### config.mk
export PLATFORM = sky130hd
export DESIGN_NAME = autorange_light_hysteresis_switch_top
export DESIGN_NICKNAME = d
export VERILOG_FILES = /design/src/rtl/core/alhs_pkg.sv /design/src/rtl/core/autorange_light_hysteresis_switch_top.sv /design/src/rtl/core/alhs_div.sv
export SDC_FILE = /design/constraint.sdc
export NUM_CORES = 1
export LEC_CHECK = 0
export BUFFER_PORTS_ARGS = -buffer_cell sky130_fd_sc_hd__buf_2
export CELL_PAD_IN_SITES_DETAIL_PLACEMENT = 1
export CELL_PAD_IN_SITES_GLOBAL_PLACEMENT = 1
export CORE_UTILIZATION = 40
export CTS_BUF_LIST = sky130_fd_sc_hd__clkbuf_4
export DETAILED_ROUTE_END_ITERATION = 8
export PLACE_DENSITY_LB_ADDON = 0.1
export SETUP_SLACK_MARGIN = 0.4
export SLEW_MARGIN = 20
export SYNTH_ARGS = -nofsm -noshare
export SYNTH_HDL_FRONTEND = slang
export SYNTH_SLANG_ARGS = --single-unit
### constraint.sdc
create_clock -name clk -period 6 [get_ports clk]
set_clock_uncertainty 0.15 [all_clocks]
set_input_delay 0.9 -clock clk [delete_from_list [all_inputs] [get_ports clk]]
set_output_delay 0.9 -clock clk [all_outputs]
set_load 0.03 [all_outputs]
### src/rtl/core/alhs_pkg.sv
package alhs_pkg;

  // sample width default and fixed field widths
  localparam int SAMPLE_BITS_DEF = 10;
  localparam int PCT_W           = 7;
  localparam int THR_W           = 7;
  localparam int CFG_IDX_W       = 2;
  localparam int EVENT_W         = 2;

  // calibration range after reset or range command
  localparam int RANGE_LOW_INIT  = 1022;
  localparam int RANGE_HIGH_INIT = 2;
  localparam int PCT_FULL        = 100;

  // threshold reset values
  localparam logic [THR_W-1:0] DARK_THR_INIT   = THR_W'(30);
  localparam logic [THR_W-1:0] BRIGHT_THR_INIT = THR_W'(70);

  // configuration register indexes
  localparam logic [CFG_IDX_W-1:0] CFG_DARK_THR   = CFG_IDX_W'(0);
  localparam logic [CFG_IDX_W-1:0] CFG_BRIGHT_THR = CFG_IDX_W'(1);

  // switch event codes
  localparam logic [EVENT_W-1:0] EV_NONE = EVENT_W'(0);
  localparam logic [EVENT_W-1:0] EV_ON   = EVENT_W'(1);
  localparam logic [EVENT_W-1:0] EV_OFF  = EVENT_W'(2);

endpackage

### src/rtl/core/autorange_light_hysteresis_switch_top.sv
// sequence: a sample goes from idle through S_SCALE and the divider to S_OUT, an empty
// range skips the division, a range command goes straight to S_OUT; a result held back
// by a stalled receiver waits in S_OUT; items are taken only in idle, paced by the
// 7-step shared compare-subtract divider; the next item is taken while a result still waits
// reset (synchronous, active low): range 1022 / 2 truncated to the sample width, state dark,
// thresholds 30 and 70, no result pending
module autorange_light_hysteresis_switch_top #(
  parameter int SAMPLE_BITS = alhs_pkg::SAMPLE_BITS_DEF
) (
  input  logic                              clk,
  input  logic                              rst_n,
  input  logic                              in_valid,
  output logic                              in_ready,
  input  logic                              in_cmd,
  input  logic [SAMPLE_BITS-1:0]            in_sample,
  output logic                              out_valid,
  input  logic                              out_ready,
  output logic [alhs_pkg::PCT_W-1:0]        out_percent,
  output logic                              out_range_changed,
  output logic [alhs_pkg::EVENT_W-1:0]      out_switch_event,
  output logic                              out_is_bright,
  input  logic                              cfg_valid,
  output logic                              cfg_ready,
  input  logic [alhs_pkg::CFG_IDX_W-1:0]    cfg_index,
  input  logic [alhs_pkg::THR_W-1:0]        cfg_data
);
  import alhs_pkg::*;

  localparam int SW = SAMPLE_BITS;
  localparam int NW = SAMPLE_BITS + PCT_W;
  localparam logic [SW-1:0] LOW_INIT  = SW'(RANGE_LOW_INIT);
  localparam logic [SW-1:0] HIGH_INIT = SW'(RANGE_HIGH_INIT);

  typedef enum logic [1:0] {S_IDLE, S_SCALE, S_DIV, S_OUT} state_t;

  state_t             state_r;
  logic [SW-1:0]      lo_r;
  logic [SW-1:0]      hi_r;
  logic [SW-1:0]      x_r;
  logic               cmd_r;
  logic               changed_r;
  logic [PCT_W-1:0]   pct_r;
  logic               bright_r;
  logic [THR_W-1:0]   dark_thr_r;
  logic [THR_W-1:0]   bright_thr_r;
  logic               out_valid_r;
  logic [PCT_W-1:0]   out_pct_r;
  logic               out_changed_r;
  logic [EVENT_W-1:0] out_event_r;
  logic               out_bright_r;

  logic               in_xfer;
  logic [SW-1:0]      span;
  logic [SW-1:0]      diff;
  logic [NW-1:0]      numer;
  logic               div_start;
  logic               div_done;
  logic [PCT_W-1:0]   div_q;
  logic               bright_nxt;
  logic [EVENT_W-1:0] event_nxt;
  logic               out_free;

  assign in_ready  = (state_r == S_IDLE);
  assign in_xfer   = in_valid && in_ready;
  assign cfg_ready = 1'b1;
  assign out_free  = !out_valid_r || out_ready;

  // scaling operands from the widened range
  always_comb begin
    span      = hi_r - lo_r;
    diff      = x_r - lo_r;
    numer     = NW'(diff) * NW'(PCT_FULL);
    div_start = (state_r == S_SCALE) && (span != '0);
  end

  alhs_div #(
    .SAMPLE_BITS(SAMPLE_BITS)
  ) u_div (
    .clk      (clk),
    .rst_n    (rst_n),
    .start    (div_start),
    .dividend (numer),
    .divisor  (span),
    .done     (div_done),
    .quotient (div_q)
  );

  // hysteresis comparator, bright test wins
  always_comb begin
    if (pct_r > bright_thr_r) begin
      bright_nxt = 1'b1;
    end else if (pct_r < dark_thr_r) begin
      bright_nxt = 1'b0;
    end else begin
      bright_nxt = bright_r;
    end
    if (cmd_r || (bright_nxt == bright_r)) begin
      event_nxt = EV_NONE;
    end else if (bright_nxt) begin
      event_nxt = EV_OFF;
    end else begin
      event_nxt = EV_ON;
    end
  end

  // threshold registers
  always_ff @(posedge clk) begin
    if (!rst_n) begin
      dark_thr_r   <= DARK_THR_INIT;
      bright_thr_r <= BRIGHT_THR_INIT;
    end else if (cfg_valid) begin
      unique case (cfg_index)
        CFG_DARK_THR:   dark_thr_r   <= cfg_data;
        CFG_BRIGHT_THR: bright_thr_r <= cfg_data;
        default: ;
      endcase
    end
  end

  // sequencer, range tracking and output register
  always_ff @(posedge clk) begin
    if (!rst_n) begin
      state_r     <= S_IDLE;
      lo_r        <= LOW_INIT;
      hi_r        <= HIGH_INIT;
      bright_r    <= 1'b0;
      out_valid_r <= 1'b0;
    end else begin
      if (out_valid_r && out_ready && (state_r != S_OUT)) begin
        out_valid_r <= 1'b0;
      end
      unique case (state_r)
        S_IDLE: begin
          if (in_xfer) begin
            cmd_r <= in_cmd;
            x_r   <= in_sample;
            if (in_cmd) begin
              lo_r      <= LOW_INIT;
              hi_r      <= HIGH_INIT;
              changed_r <= 1'b0;
              pct_r     <= '0;
              state_r   <= S_OUT;
            end else begin
              if (in_sample < lo_r) begin
                lo_r <= in_sample;
              end
              if (in_sample > hi_r) begin
                hi_r <= in_sample;
              end
              changed_r <= (in_sample < lo_r) || (in_sample > hi_r);
              state_r   <= S_SCALE;
            end
          end
        end
        S_SCALE: begin
          // empty range gives zero without a division
          if (span == '0) begin
            pct_r   <= '0;
            state_r <= S_OUT;
          end else begin
            state_r <= S_DIV;
          end
        end
        S_DIV: begin
          if (div_done) begin
            pct_r   <= div_q;
            state_r <= S_OUT;
          end
        end
        S_OUT: begin
          if (out_free) begin
            out_valid_r   <= 1'b1;
            out_pct_r     <= pct_r;
            out_changed_r <= changed_r;
            out_event_r   <= event_nxt;
            if (!cmd_r) begin
              bright_r     <= bright_nxt;
              out_bright_r <= bright_nxt;
            end else begin
              out_bright_r <= bright_r;
            end
            state_r <= S_IDLE;
          end
        end
        default: state_r <= S_IDLE;
      endcase
    end
  end

  assign out_valid         = out_valid_r;
  assign out_percent       = out_pct_r;
  assign out_range_changed = out_changed_r;
  assign out_switch_event  = out_event_r;
  assign out_is_bright     = out_bright_r;

endmodule

### src/rtl/core/alhs_div.sv
module alhs_div #(
  parameter int SAMPLE_BITS = alhs_pkg::SAMPLE_BITS_DEF
) (
  input  logic                                      clk,
  input  logic                                      rst_n,
  input  logic                                      start,
  input  logic [SAMPLE_BITS+alhs_pkg::PCT_W-1:0]    dividend,
  input  logic [SAMPLE_BITS-1:0]                    divisor,
  output logic                                      done,
  output logic [alhs_pkg::PCT_W-1:0]                quotient
);
  import alhs_pkg::*;

  localparam int NW    = SAMPLE_BITS + PCT_W;
  localparam int CNT_W = $clog2(PCT_W);

  logic [NW-1:0]    rem_r;
  logic [NW-1:0]    ds_r;
  logic [PCT_W-1:0] q_r;
  logic [CNT_W-1:0] cnt_r;
  logic             busy_r;
  logic             done_r;
  logic             ge;
  logic [NW-1:0]    rem_sub;

  // shared compare and subtract step
  always_comb begin
    ge      = (rem_r >= ds_r);
    rem_sub = rem_r - ds_r;
  end

  // restoring division, one quotient bit a cycle, msb first
  always_ff @(posedge clk) begin
    if (!rst_n) begin
      busy_r <= 1'b0;
      done_r <= 1'b0;
    end else begin
      done_r <= 1'b0;
      if (start) begin
        busy_r <= 1'b1;
        cnt_r  <= CNT_W'(PCT_W - 1);
        rem_r  <= dividend;
        ds_r   <= {1'b0, divisor, {(PCT_W-1){1'b0}}};
      end else if (busy_r) begin
        if (ge) begin
          rem_r <= rem_sub;
        end
        ds_r <= ds_r >> 1;
        q_r  <= {q_r[PCT_W-2:0], ge};
        if (cnt_r == '0) begin
          busy_r <= 1'b0;
          done_r <= 1'b1;
        end else begin
          cnt_r <= cnt_r - CNT_W'(1);
        end
      end
    end
  end

  assign done     = done_r;
  assign quotient = q_r;

endmodule
==> results of run 1 <==
==> per-layer routing <==
metal  part of all wire [%]  wire length [um]  global-route usage [%]  vias to the layer above
met5                      0                 0                       0                        -
met4                    1.3               225                    6.21                        0
met3                    2.1               375                    3.39                       17
met2                     50              8840                    34.7                       59
met1                     46              8150                    24.2                     2680
li1                       -                 -                       -                     2724
==> through the flow <==
stage / total power (uW) / utilization (%)
global placement: 3500 / 43.3
floorplan: 2990 / -
finish: 4160 / 44.9
CTS: 4220 / 44.9
detailed placement: 3610 / 43.3
global route: 4580 / 44.9
==> sequential cells by signal (all words and copies together), names as in the netlist, 2 cells and up <==
signal            flops
bright_thr_r          7
u_div.quotient        7
state_r               2
dark_thr_r            7
pct_r                 7
lo_r                 10
out_percent           7
x_r                  10
u_div.ds_r           16
u_div.rem_r          17
out_switch_event      2
u_div.cnt_r           3
hi_r                 10
==> how the worst max path moves through the flow <==
stage,slack (ns),cells past startpoint,end
final,0.82,22,u_div.rem_r[16]
after global routing,0.40,22,u_div.rem_r[16]
after CTS,0.78,22,u_div.rem_r[16]
after detailed placement,0.81,22,u_div.rem_r[16]
after global placement,1.0,22,u_div.rem_r[16]
after floorplan,1.38,22,u_div.rem_r[16]
==> power breakdown <==
part	total, uW	internal, uW	switching (uW)
clock network	588	251	337
logic	2410	995	1410
registers	1160	1090	77.1
total	4160	2330	1830
==> final cells by class <==
class                      count  area [sq um]  share of cell area, %
antenna                        1          2.50                 0.0308
timing repair buffer          40           208                   2.56
multi-input combinational    515          4000                   49.2
clock inverter                15           159                   1.96
tap                          229           287                   3.53
clock buffer                  17           128                   1.57
sequential                   113          2990                   36.8
inverter                      94           353                   4.34
==> cells by family (layout without fill, tap and decap cells) <==
kind of cell | after synthesis | after routing
AOI/OAI and AO/OA | 172 | 172
adders and majority gates | 115 | 115
xor gates and xnor gates | 38 | 38
muxes | 14 | 14
buffers and inverters | 110 | 166
and+or+nand+nor | 175 | 175
other | 1 | 2
DFF | 113 | 113
==> cells in the final DEF, fill, tap and decap left out, types with 10 or more instances in the layout <==
cell / instances
nor3_1: 10
clkbuf_4: 17
and2_1: 10
xnor2_1: 16
o21ai_0: 42
nor2_1: 46
a21oi_1: 43
nand3_1: 12
buf_2: 37
nand2_1: 36
nand2b_1: 12
inv_1: 94
nor2b_1: 19
edfxtp_1: 73
dfxtp_1: 40
a21o_1: 11
xor2_1: 22
ha_1: 107
mux2i_1: 13
==> results.json, run 1 <==
{
  "dpl_worst_slack_ns": 0.814,
  "cp-startpoint": "x_r[0]",
  "vias": 5480,
  "timing.fmax_mhz": 193,
  "setup_viol": 0,
  "synth_mux_area_share_pct": 1.90,
  "tightest_slew_ns": 1.05,
  "reg2reg_from": "x_r[0]",
  "yosysTopAreaCell": "edfxtp_1",
  "finalMaxSlewViolations": 0,
  "holdPathStages": 0,
  "synth_top_area_share_pct": 29.5,
  "portBuffers": 37,
  "cts_sinks": 113,
  "hold_path_end": "u_div.quotient[1]",
  "postCtsHoldBufs": 0,
  "yosys.area_share.simple_pct": 11.8,
  "crit_chain": "inv_1, ha_1, inv_1, fa_1, nand2_1, nand2_1, a21oi_1, o21bai_1, a21oi_1, o21ai_0, xnor2_1, inv_1, ha_1, ha_1, ha_1, ha_1, or3_1, a311oi_1, o31ai_1, a21oi_1, xor2_1, mux2i_1",
  "status": "finished, violations left",
  "reg2regPathDepth": 22,
  "crit_path_end_kind": "flop",
  "grt_usage_pct": 19.6,
  "core_area_sq_um": 18100,
  "h-tree-depth": 4,
  "clk_pin_slew_ns": 0.11,
  "finalHoldViolations": 0,
  "initial_core_util_pct": 41.1,
  "clk_latency_ns": 0.55,
  "ctsResizeCount": 0,
  "grt_pass1_vias": 5783,
  "wl_per_cell_um": 17.2,
  "die_area_sq_um": 19100,
  "grt_antenna_before_repair": 1,
  "gp_congestion": 0.814,
  "synth_edf_count": 73,
  "cp_slowest_cell": "fa_1",
  "finalInstanceArea_sq_um": 8130,
  "die_width_um": 138,
  "synthAdderAreaFrac_pct": 20.2,
  "worstReg2RegEnd": "u_div.rem_r[16]",
  "cts_setup_buffers": 0,
  "timing.final.ws_setup_ns": 0.817,
  "ys_seq_elements": 113,
  "cp_data_required_time_ns": 6.12,
  "area_delta_synth_final_pct": 9.40,
  "cts_tree": "built",
  "ys_seq_area_share_pct": 40.3,
  "root_buffer": "clkbuf_4",
  "numCtsBuffers": 17,
  "async_reset_ff_share_pct": 0,
  "n_fill_cell": 2035,
  "synth_area_leaders": "edfxtp_1 30%, ha_1 18%, dfxtp_1 11%",
  "critPathBufInv": 3,
  "ioPinCount": 39,
  "worstSetupStartpointType": "flop",
  "critPathKind": "reg2reg",
  "synth_fp_nets": 878,
  "stdcell_count": 1024,
  "crit_fanout": 3,
  "finalCriticalPeriod_ns": 5.18,
  "yosys_warnings": 0,
  "grt-ovfl-total": 0,
  "crit_family": "adder cells",
  "via_per_inst": 5.35,
  "hpwl_mm": 14.0,
  "fin_crit_sh_pct": 86.4,
  "path_common_cell": "ha_1",
  "r2r_slack_ns": 0.82,
  "dr.pass1.iters": 6,
  "ys_types": 58,
  "ant_nets": 0,
  "placedCellCount": 991,
  "route.detailed.drc": 7,
  "avgSynthCellArea_sq_um": 10.1,
  "grt_pass1_wl_mm": 29.4,
  "synth_top_family_by_area": "adder cells",
  "hold_slack_ns": 0.303,
  "min_path_type": "reg2reg",
  "drtIter0Drc": 239,
  "grt_start_max_net_pins": 52,
  "syn_inst": 738,
  "max-vdd-ir-drop_mv": 0.615,
  "rsz0062_at_grt": "false",
  "synth_xor_area_share_pct": 4.48,
  "relSlewSlack_pct": 29.8,
  "synth-main-ff-cell": "edfxtp_1",
  "arrival_ns": 5.31,
  "tns_ns": 0,
  "power_density_nw_per_um2": 512,
  "yosysMostFrequentCell": "ha_1",
  "drive_gt1_share_pct": 10.5,
  "netlist_top_cells_count": "107 x ha_1, 94 x inv_1, 73 x edfxtp_1",
  "synth_compound_area_share_pct": 15.3,
  "total_leakage_power_uw": 0.00365,
  "synth.cell_area_sq_um": 7430,
  "slowest_delay_ns": 0.39,
  "num-nets-final": 921,
  "drv_cap": 0,
  "num_rows": 49,
  "clockBufferDepth": 2,
  "hold_start": "u_div.quotient[0]",
  "dieHeight_um": 138,
  "placedInstanceArea_sq_um": 7830,
  "violations": "DRC",
  "wl_mm": 17.6
}
(Power assumes the default switching activity.)
==> run 2: changes to the inputs <==
clock period = 4.79 ns   (was 6 ns; I/O delays follow)
==> run 2 against run 1 <==
Compared with the run above: non-clock buffer count rose by 17; setup slack got worse by 0.69 ns; first-iteration DRC count fell by 2.9%; count of clock-buffer cells in the layout rose by 2; final cell count rose by 1.7%; critical endpoint unchanged; the run still ends with DRC left.
==> results.json, run 2 (synthesized netlist as in run 1, its figures left out) <==
{
  "status": "finished, violations left",
  "violations": "DRC",
  "final_common_cell": "ha_1",
  "route.detailed.drc": 5,
  "crit_fanout": 2,
  "finalHoldViolations": 0,
  "clk_pin_slew_ns": 0.10,
  "grt_antenna_before_repair": 1,
  "grt_start_max_net_pins": 46,
  "cts_sinks": 113,
  "finalCriticalPeriod_ns": 4.66,
  "wl_mm": 17.8,
  "h-tree-depth": 4,
  "via_per_inst": 5.34,
  "initial_core_util_pct": 41.1,
  "largest_reg_flops": 17,
  "drive_gt1_share_pct": 16.0,
  "power_density_nw_per_um2": 677,
  "numCtsBuffers": 17,
  "placedInstanceArea_sq_um": 7890,
  "grt_pass1_vias": 5857,
  "num_rows": 49,
  "n_fill_cell": 2050,
  "vias": 5557,
  "rsz0062_at_grt": "true",
  "crit_family": "adder cells",
  "ioPinCount": 39,
  "cts_tree": "built",
  "core_area_sq_um": 18100,
  "min_path_type": "in2reg",
  "area_delta_synth_final_pct": 14.3,
  "wl_per_cell_um": 17.1,
  "seqCellArea_sq_um": 3000,
  "worstSetupStartpointType": "flop",
  "top_register": "u_div.rem_r",
  "power.total_uw": 5740,
  "crit_path_end_kind": "flop",
  "timing.fmax_mhz": 214,
  "clockBufferDepth": 2,
  "total_leakage_power_uw": 0.00376,
  "root_buffer": "clkbuf_4",
  "finalInstanceArea_sq_um": 8490,
  "relSlewSlack_pct": 35.7,
  "dieHeight_um": 138,
  "die_width_um": 138,
  "cp_data_required_time_ns": 4.90,
  "drtIter0Drc": 232,
  "final_cell_mix": "96 x ha_1, 90 x inv_1, 73 x edfxtp_1, 46 x nor2_1, 40 x a21oi_1",
  "dr.pass1.iters": 6,
  "portBuffers": 37,
  "cp_slowest_cell": "fa_1",
  "drv_cap": 0,
  "tightest_slew_ns": 0.957,
  "finalMaxSlewViolations": 0,
  "multi_input_area_sq_um": 4250,
  "max-vdd-ir-drop_mv": 0.766,
  "arrival_ns": 4.78,
  "gp_congestion": 0.833,
  "critPathKind": "reg2reg",
  "ant_nets": 0,
  "clk_latency_ns": 0.53,
  "setup_viol": 0,
  "num-nets-final": 938,
  "grt-ovfl-total": 0,
  "fin_crit_sh_pct": 97.3,
  "grt_pass1_wl_mm": 29.5,
  "final_util_pct": 46.9,
  "postCtsHoldBufs": 0,
  "reg.largest.list": "u_div.rem_r x17, u_div.ds_r x16",
  "crit_chain": "inv_2, ha_4, inv_2, fa_2, nand2_1, nand2_1, a21oi_2, o21bai_1, a21oi_2, buf_4, xnor2_4, ha_4, ha_4, inv_2, fa_1, inv_2, ha_4, or3_4, a311oi_4, o31ai_1, a21oi_1, xor2_1, mux2i_1",
  "grt_usage_pct": 19.5,
  "tns_ns": 0,
  "slowest_delay_ns": 0.52,
  "critPathBufInv": 5,
  "hpwl_mm": 13.8,
  "die_area_sq_um": 19100
}
[run 2: worst min-delay path: stages]
cell and delay, ns:
buf_2 0.08, nand2_1 0.04, o211ai_1 0.08
[run 2: per-stage QoR]
stage	hold WS, ns	instances	setup WS (ns)
final	0.278	1041	0.127
after global routing	0.229	1041	-0.166
after CTS	0.216	1037	0.179
after detailed placement	0.288	995	0.00593
after global placement	0.280	995	0.144
after floorplan	0.250	738	0.370
[run 2: worst paths after layout]
| path | startpoint | endpoint | slack [ns] | cells after the start |
|---|---|---|---|---|
| setup / recovery | x_r[0] | u_div.rem_r[16] | 0.13 | 23 |
| hold / removal | cfg_data[2] | dark_thr_r[2] | 0.28 | 3 |
| setup reg to reg | x_r[0] | u_div.rem_r[16] | 0.13 | 23 |
| hold reg to reg | u_div.quotient[5] | u_div.quotient[6] | 0.30 | 0 |
[run 2: timing repair]
item	4_1_cts	5_1_grt
gates resized for setup	22	17
buffers inserted	10	3
endpoints found under the setup margin	5	5
pin swaps	11	21
[run 2: power by group]
group | total [uW] | switching [uW] | leakage [uW] | internal (uW)
combinational | 3600 | 1980 | 0.00261 | 1620
clock | 682 | 369 | 0.000148 | 312
sequential | 1460 | 97.3 | 0.00100 | 1360
[run 2: final cells by class]
cell class,count,share of cell area [%]
antenna,1,0.0295
multi-input combinational,515,50.0
clock buffer,19,1.68
clock inverter,13,1.43
tap,229,3.38
sequential,113,35.3
timing repair buffer,57,4.00
inverter,94,4.16
[run 2: routing by layer]
layer  share of wire (%)  wire length [um]  track usage, %  vias up
met3                 2.2               397            3.33       18
met4                 1.2               216            5.91        0
met1                  45              8060            23.8     2724
met2                  51              9110            35.2       60
met5                   0                 0               0        -
li1                    -                 -               -     2755
